`src/sapd_pkg.sv`:
```
`default_nettype none
// ----------------------------------------------------------------------------
// sapd_pkg: shared constants and types for the servo angle to PWM duty unit
// Build-time settings, field widths, register indexes and the side-band
// record that rides along the divider pipeline.
// ----------------------------------------------------------------------------
package sapd_pkg;

    // Build-time settings
    localparam int DUTY_BITS     = 14;
    localparam int PWM_FREQ_HZ   = 50;
    localparam int PULSE_MIN_US  = 500;
    localparam int PULSE_MAX_US  = 2500;
    localparam int US_PER_SECOND = 1000000;

    // Field widths
    localparam int ANGLE_W    = 17;
    localparam int DUTY_W     = 16;
    localparam int CFG_IDX_W  = 3;
    localparam int CFG_DATA_W = 17;

    // Angle differences need one bit more than an angle
    localparam int DIFF_W  = ANGLE_W + 1;
    // Pulse limits (0..20000 us) and their difference as signed words
    localparam int PULSE_W = 16;
    // Products of the interpolation stage
    localparam int PROD_W  = DUTY_W + DIFF_W + 1;

    localparam int PWM_PERIOD = US_PER_SECOND / PWM_FREQ_HZ;
    localparam int PERIOD_W   = $clog2(PWM_PERIOD + 1);

    // Dividend: calibrated < 2^34, uncalibrated < 2^(32 + DUTY_BITS)
    localparam int NUM_W = 34 + DUTY_BITS;
    // Divisor: span * period, or the calibration angle span
    localparam int DEN_W = DIFF_W + PERIOD_W;
    // Partial remainder and shifted divisor
    localparam int DIV_W = (NUM_W > DEN_W + DUTY_BITS) ? NUM_W : DEN_W + DUTY_BITS;

    localparam int DUTY_FULL = (1 << DUTY_BITS) - 1;
    localparam logic [DUTY_W-1:0] DUTY_FULL_V = DUTY_W'(DUTY_FULL);

    localparam logic signed [PULSE_W-1:0] PULSE_MIN_S = PULSE_W'(PULSE_MIN_US);
    localparam logic signed [PULSE_W-1:0] PULSE_DIF_S = PULSE_W'(PULSE_MAX_US - PULSE_MIN_US);
    localparam logic [PERIOD_W-1:0]       PERIOD_V    = PERIOD_W'(PWM_PERIOD);

    // Duty for the minimum pulse, used when the angle limits are equal or crossed
    localparam longint MIN_PULSE_RAW  = (longint'(PULSE_MIN_US) << DUTY_BITS) / PWM_PERIOD;
    localparam bit     MIN_PULSE_SAT  = (MIN_PULSE_RAW > longint'(DUTY_FULL));
    localparam logic [DUTY_W-1:0] MIN_PULSE_DUTY =
        MIN_PULSE_SAT ? DUTY_FULL_V : DUTY_W'(MIN_PULSE_RAW);

    // Register indexes
    localparam logic [CFG_IDX_W-1:0] REG_ANGLE_MIN      = CFG_IDX_W'(0);
    localparam logic [CFG_IDX_W-1:0] REG_ANGLE_MAX      = CFG_IDX_W'(1);
    localparam logic [CFG_IDX_W-1:0] REG_CALIBRATED     = CFG_IDX_W'(2);
    localparam logic [CFG_IDX_W-1:0] REG_CAL_ANGLE_LOW  = CFG_IDX_W'(3);
    localparam logic [CFG_IDX_W-1:0] REG_CAL_ANGLE_HIGH = CFG_IDX_W'(4);
    localparam logic [CFG_IDX_W-1:0] REG_CAL_DUTY_LOW   = CFG_IDX_W'(5);
    localparam logic [CFG_IDX_W-1:0] REG_CAL_DUTY_HIGH  = CFG_IDX_W'(6);

    // Per-transaction side band carried past the divider
    typedef struct packed {
        logic              angle_limited;
        logic              bypass;
        logic              bypass_sat;
        logic [DUTY_W-1:0] bypass_duty;
    } side_t;

endpackage
`default_nettype wire

```
`src/sapd_div.sv`:
```
`default_nettype none
// ----------------------------------------------------------------------------
// sapd_div: pipelined restoring divider
// Unsigned floor division with one quotient bit per stage. A leading stage
// flags quotients that do not fit in DUTY_BITS. All stages move together
// on the common enable.
// ----------------------------------------------------------------------------
module sapd_div (
    input  logic                            aclk,
    input  logic                            aresetn,
    input  logic                            en,
    input  logic                            in_valid,
    input  logic [sapd_pkg::NUM_W-1:0]      in_num,
    input  logic [sapd_pkg::DEN_W-1:0]      in_den,
    input  sapd_pkg::side_t                 in_side,
    output logic                            out_valid,
    output logic [sapd_pkg::DUTY_BITS-1:0]  out_quo,
    output logic                            out_ovf,
    output sapd_pkg::side_t                 out_side
);
    import sapd_pkg::*;

    localparam int STAGES = DUTY_BITS + 1;

    logic                 valid_reg [STAGES];
    logic [DIV_W-1:0]     rem_reg   [STAGES];
    logic [DEN_W-1:0]     den_reg   [STAGES];
    logic [DUTY_BITS-1:0] quo_reg   [STAGES];
    logic                 ovf_reg   [STAGES];
    side_t                side_reg  [STAGES];

    logic [DIV_W-1:0] ovf_trial;
    logic [DIV_W-1:0] num_ext;

    // Overflow check: quotient >= 2^DUTY_BITS
    assign num_ext   = DIV_W'(in_num);
    assign ovf_trial = DIV_W'(in_den) << DUTY_BITS;

    always_ff @(posedge aclk) begin
        if (!aresetn) begin
            valid_reg[0] <= 1'b0;
        end else if (en) begin
            valid_reg[0] <= in_valid;
        end
    end

    always_ff @(posedge aclk) begin
        if (en) begin
            rem_reg[0]  <= num_ext;
            den_reg[0]  <= in_den;
            quo_reg[0]  <= '0;
            ovf_reg[0]  <= (num_ext >= ovf_trial);
            side_reg[0] <= in_side;
        end
    end

    // One quotient bit per stage, most significant first
    for (genvar s = 1; s < STAGES; s++) begin : g_step
        logic [DIV_W-1:0]     trial;
        logic                 ge;
        logic [DIV_W-1:0]     rem_next;
        logic [DUTY_BITS-1:0] quo_next;

        always_comb begin
            trial    = DIV_W'(den_reg[s-1]) << (DUTY_BITS - s);
            ge       = (rem_reg[s-1] >= trial);
            rem_next = ge ? (rem_reg[s-1] - trial) : rem_reg[s-1];
            quo_next = quo_reg[s-1];
            quo_next[DUTY_BITS-s] = ge;
        end

        always_ff @(posedge aclk) begin
            if (!aresetn) begin
                valid_reg[s] <= 1'b0;
            end else if (en) begin
                valid_reg[s] <= valid_reg[s-1];
            end
        end

        always_ff @(posedge aclk) begin
            if (en) begin
                rem_reg[s]  <= rem_next;
                den_reg[s]  <= den_reg[s-1];
                quo_reg[s]  <= quo_next;
                ovf_reg[s]  <= ovf_reg[s-1];
                side_reg[s] <= side_reg[s-1];
            end
        end
    end

    assign out_valid = valid_reg[STAGES-1];
    assign out_quo   = quo_reg[STAGES-1];
    assign out_ovf   = ovf_reg[STAGES-1];
    assign out_side  = side_reg[STAGES-1];

endmodule
`default_nettype wire

```
`config.mk`:
```
export PLATFORM = sky130hd
export DESIGN_NAME = sapd_div
export DESIGN_NICKNAME = d
export VERILOG_FILES = /design/src/sapd_pkg.sv /design/src/sapd_div.sv
export SDC_FILE = /design/constraint.sdc
export NUM_CORES = 2
export LEC_CHECK = 0
export BUFFER_PORTS_ARGS = -buffer_cell sky130_fd_sc_hd__buf_2
export CORE_ASPECT_RATIO = 1.75
export CORE_MARGIN = 5
export CORE_UTILIZATION = 36
export CTS_CLUSTER_DIAMETER = 100
export DETAILED_ROUTE_END_ITERATION = 7
export GPL_ROUTABILITY_DRIVEN = 0
export GPL_TIMING_DRIVEN = 1
export PLACE_DENSITY = 0.6
export REMOVE_ABC_BUFFERS = 1
export SETUP_SLACK_MARGIN = 0.4
export SYNTH_ARGS = -nofsm -noshare
export SYNTH_HDL_FRONTEND = slang
export SYNTH_SLANG_ARGS = --single-unit
```
`constraint.sdc`:
```
create_clock -name aclk -period 3.3 [get_ports aclk]
set_input_delay 0.165 -clock aclk [delete_from_list [all_inputs] [get_ports aclk]]
set_output_delay 0.165 -clock aclk [all_outputs]
set_load 0.01 [all_outputs]
```
## Word level (Yosys, flattened, before mapping)

Memory sizes are Yosys's and may differ from the RTL's.
Index checks and enable logic that the tools add are counted.

| cells by class | value |
|---|---|
| add/sub/neg operators | 14 |
| magnitude comparators | 15 |
| muxes and demuxes | 34 |
| bitwise operators | 15 |

Operator list:

| cell | count |
|---|---|
| $mux W48 | 14 |
| $ge A48 B33 Y1 | 1 |
| $ge A48 B34 Y1 | 1 |
| $ge A48 B35 Y1 | 1 |
| $ge A48 B36 Y1 | 1 |
| $ge A48 B37 Y1 | 1 |
| $ge A48 B38 Y1 | 1 |
| $ge A48 B39 Y1 | 1 |
| $ge A48 B40 Y1 | 1 |
| $ge A48 B41 Y1 | 1 |
| $ge A48 B42 Y1 | 1 |
| $ge A48 B43 Y1 | 1 |
| $ge A48 B44 Y1 | 1 |
| $ge A48 B45 Y1 | 1 |
| $ge A48 B46 Y1 | 1 |
| $ge A48 B47 Y1 | 1 |
| $sub A48 B33 Y48 | 1 |
| $sub A48 B34 Y48 | 1 |
| $sub A48 B35 Y48 | 1 |
| $sub A48 B36 Y48 | 1 |
| $sub A48 B37 Y48 | 1 |
| $sub A48 B38 Y48 | 1 |
| $sub A48 B39 Y48 | 1 |
| $sub A48 B40 Y48 | 1 |
| 8 further kinds | 41 |

| word-level totals | value |
|---|---|
| flip-flop bits (word level) | 0 |
| RAM bits | 1,740 |
| bits of input ports | 104 |
| output and inout bits | 35 |
| logic and storage cells | 84 |
| memories | 6 |

Memory list:

| name | depth | width | read ports | clocked after memory_dff | write ports | RTL line | text |
|---|---|---|---|---|---|---|---|
| rem_reg | 15 | 48 | 14 | 0 | 15 | sapd_div.sv:26 | `logic [DIV_W-1:0] rem_reg [STAGES];` |
| den_reg | 15 | 33 | 14 | 0 | 15 | sapd_div.sv:27 | `logic [DEN_W-1:0] den_reg [STAGES];` |
| side_reg | 15 | 19 | 15 | 0 | 15 | sapd_div.sv:30 | `side_t side_reg [STAGES];` |
| quo_reg | 15 | 14 | 15 | 0 | 15 | sapd_div.sv:28 | `logic [DUTY_BITS-1:0] quo_reg [STAGES];` |
| ovf_reg | 15 | 1 | 15 | 0 | 15 | sapd_div.sv:29 | `logic ovf_reg [STAGES];` |
| valid_reg | 15 | 1 | 15 | 0 | 15 | sapd_div.sv:25 | `logic valid_reg [STAGES];` |

## Depth between registers and ports, before layout

| depth | value |
|---|---|
| depth after elaboration | 4 |
| gate-level depth with buffers | 15 |
| mapped depth without buffers | 15 |

## Worst setup path before layout

OpenSTA, ideal clock, no wires.

| path | value |
|---|---|
| path kind | register to register |
| start point | mem rem_reg[3][10] (netlist name) |
| end point | mem rem_reg[4][42] (netlist name) (data pin) |
| library setup time | 0.260 ns |
| arrival time | 3.024 ns |
| data required time | 3.040 ns |
| slack | 0.016 ns |
| stages on the path, launching flop included | 15 |
| clock period less this slack | 3.284 ns |
| cell sequence | edfxtp_1 > inv_1 > ha_1 > inv_1 > fa_1 > a21o_1 > a21o_1 > a2111oi_2 > o21ai_0 > a41oi_1 > o211a_1 > o21ai_0 > o31ai_1 > xnor2_1 > mux2_2 |

RTL lines:

| item | RTL line |
|---|---|
| start, declared | sapd_div.sv:26 |

==> flow_summary.ini <==
[worst_setup_path]
startpoint_class_of_the_critical_path = flop
crit_path_end_kind = flop
worst_reg_to_reg_cells = 17
arrival_ps = 4010
reg2reg_setup_slack_ps = -200
worstSetupPathType = flop to flop
crit_path_max_fanout = 3
data_required_time_at_the_worst_endpoint_ps = 3820

[die]
die-width_microns = 366.6
core-area_sq_mm = 0.2221
start_util_pct = 36.09
fp.dieArea_sq_mm = 0.2325
floorplan.rows = 229
die_h_microns = 634.1
io-pin-count = 139

[timing]
skew_ps = 45.84
report.final.setup_viol = 168
post-route-min-period_ps = 3496
rsz0062_at_grt = yes
max_clock_freq_mhz = 286.1
timing_hold_violations_final = 0
hold_slack_ps = 81.05
worst-slew-pin-transition_ps = 881.1
fin_ws_ps = -195.8
final_min_period_over_clock_period_pct = 105.9
timing.max_slew.rel_slack_pct = 39.74
finalMaxSlewViolations = 0

[placement]
dpl.hpwl_mm = 135.1
buffer_ports.inserted = 138
numPlacedInstances = 10620
placement.cell_area_sq_mm = 0.09155
pre_cts_ws_ps = -747.2

[global_routing]
globalRoute.totalOverflow = 0
grt_pass1_wl_mm = 300.2
first_global_vias = 60980
antenna_found_initial = 1
grt_max_degree = 95
track_usage_pct = 15.83

[routing]
detail_route.iter0.violations = 2610
detail_route.drc_violations = 0
firstDrtPassIters = 7
sum_of_routed_wire_length_over_all_layers_mm = 194.7
per_cell_via_count_in_the_routed_design = 5.090
routed_wl_per_cell_microns = 17.11
detail-route-antenna-nets = 0
overall_via_count_from_detail_route = 57940

[power]
power_density_mw_per_mm2 = 815.2
vdd_ir_drop_max_mv = 0.4863
pleak_uw = 0.04369
finalPower_uw = 87560

[final_layout]
design.final.nets = 8996
layout_cell_share_with_drive_strength_beyond_1_pct = 30.65
flow.area_growth_from_synthesis_pct = 34.05
post-route-cell-area_sq_mm = 0.1074
number_of_flip_flops_under_the_largest_register_name = 672
stdcell_count = 11380

[logic_synthesis]
post_synthesis_async_set_or_reset_flop_share_pct = 0
synth_seq_cells = 1554
syn_area_per_cell_sq_um = 11.78
dominant_register_cell_in_the_synthesized_netlist = edfxtp_1
synth_enable_flop_cells = 1553
synth.distinct_cells = 96
ys_warn_count = 0
syn_area_sq_mm = 0.08013
yosysTopAreaCellShare_pct = 58.20
share_of_synthesized_area_occupied_by_flip_flops_and_latches_pct = 58.22
synth_cells = 6801
top_post_synthesis_cells_by_area = edfxtp_1 58%, ha_1 7.7%, a21oi_1 3.5%, xnor2_1 2.9%, a21o_1 2.9%
yosys.area.top_type = edfxtp_1

[hold_path]
count_of_cells_along_the_worst_hold_path = 2
timing.hold.worst.class = input pin to flop

[clock_tree]
tritoncts = built
cts-htree-levels = 4
cts_buffers = 160
insertion_delay_ps = 820
cts_max_path_buffers = 4
cts.sinks = 1554
cts_root_buf = clkbuf_16
worst_setup_hold_path_clk_slew_ps = 60

[run]
drv.max_cap_violation_count = 0

[outcome]
run_status = finished, violations left
failed_checks = negative setup slack
[power by group]
part	leakage [uW]	switching, uW	internal [uW]	total (uW)
registers	0.0151	2400	27300	29700
clock network	0.00251	7410	10600	18000
logic	0.0261	20300	19600	39900
[metrics by stage]
stage | util, % | TNS [ps]
2_1_floorplan | - | -543670
3_3_place_gp | 41.23 | -74270
3_5_place_dp | 41.23 | -83480
4_1_cts | 46.48 | -4802
5_1_grt | 48.37 | -34210
6_report | 48.37 | -10090
[final timing paths]
check                                                 to                     start
worst min register to register  side_reg[7][0]$_DFFE_PP_  side_reg[6][0]$_DFFE_PP_
worst max register to register  rem_reg[4][47]$_DFFE_PP_  den_reg[1][33]$_DFFE_PP_
worst max-delay path            rem_reg[4][47]$_DFFE_PP_  den_reg[1][33]$_DFFE_PP_
worst min-delay path            rem_reg[0][33]$_DFFE_PP_                in_num[33]
[cell families after synthesis]
| kind of cell | after synthesis | synth area share (%) |
|---|---|---|
| AOI/OAI and AO/OA | 1803 | 14.09 |
| xor gates and xnor gates | 475 | 5.192 |
| adders and majority gates | 508 | 8.054 |
| buffers and inverters | 800 | 3.814 |
| DFF | 1554 | 58.22 |
| muxes | 89 | 1.241 |
| and+or+nand+nor | 1572 | 9.385 |
[cells in the final DEF (no fill, tap or decap), drive strengths merged, types with 113 or more instances in the layout]
cell / n
a21o: 309
a21oi: 564
buf: 1487
clkbuf: 208
edfxtp: 1553
ha: 495
inv: 623
nand2: 529
nand3: 113
nor2: 375
o21ai: 453
xnor2: 266
xor2: 209
[worst max-delay path, stage by stage (launching register included)]
cell and delay, ps:
edfxtp_1 440, ha_4 200, inv_2 50, fa_2 200
a21o_1 130, a21o_1 180, a211oi_2 90, nor2_2 160
o21ai_1 70, buf_4 160, a2111oi_4 280, buf_4 190
nor3_4 40, buf_6 140, buf_6 110, or4_4 440
nor4_4 230, xor2_1 100
[routing by layer]
layer	vias up	routed length [microns]	global-route usage, %
li1	28260	-	-
met1	27440	61260	13.44
met2	1423	111000	33.00
met3	817	6077	1.989
met4	0	16390	11.14
met5	-	0	0
[Yosys cell counts (37+ instances only)]
| cell | instances |
|---|---|
| clkbuf_1 | 136 |
| xor2_1 | 209 |
| nor2b_1 | 61 |
| edfxtp_1 | 1553 |
| xnor2_1 | 266 |
| nor3_1 | 70 |
| ha_1 | 495 |
| o21ai_0 | 435 |
| nand4_1 | 90 |
| nand3_1 | 113 |
| a21oi_1 | 564 |
| nand2_1 | 529 |
| nor2_1 | 375 |
| nor4_1 | 55 |
| nand2b_1 | 50 |
| o211ai_1 | 37 |
| o21bai_1 | 70 |
| inv_1 | 612 |
| a31oi_1 | 60 |
| o21a_1 | 56 |
| mux2_2 | 77 |
| a21o_1 | 309 |
| and3_1 | 60 |
[repair_timing]
item,in CTS,in global routing
hold buffers,105,0
gates resized for setup,796,675
setup buffers,202,143
pin swaps,319,278
hold endpoints to repair,167,0
endpoints found under the setup margin,547,547
cloned,25,18
[area by class of cell]
class                           instances  area (sq um)
Fill cell                           18930        114600
Timing Repair Buffer                 1608         14220
Inverter                              613          2327
Antenna cell                            1         2.502
Sequential cell                      1554         46650
Clock inverter                         82         969.7
Tap cell                             2887          3612
Multi-Input combinational cell       4447         35440
Clock buffer                          192          4187
Note: power is estimated with default switching activity, not from simulation.
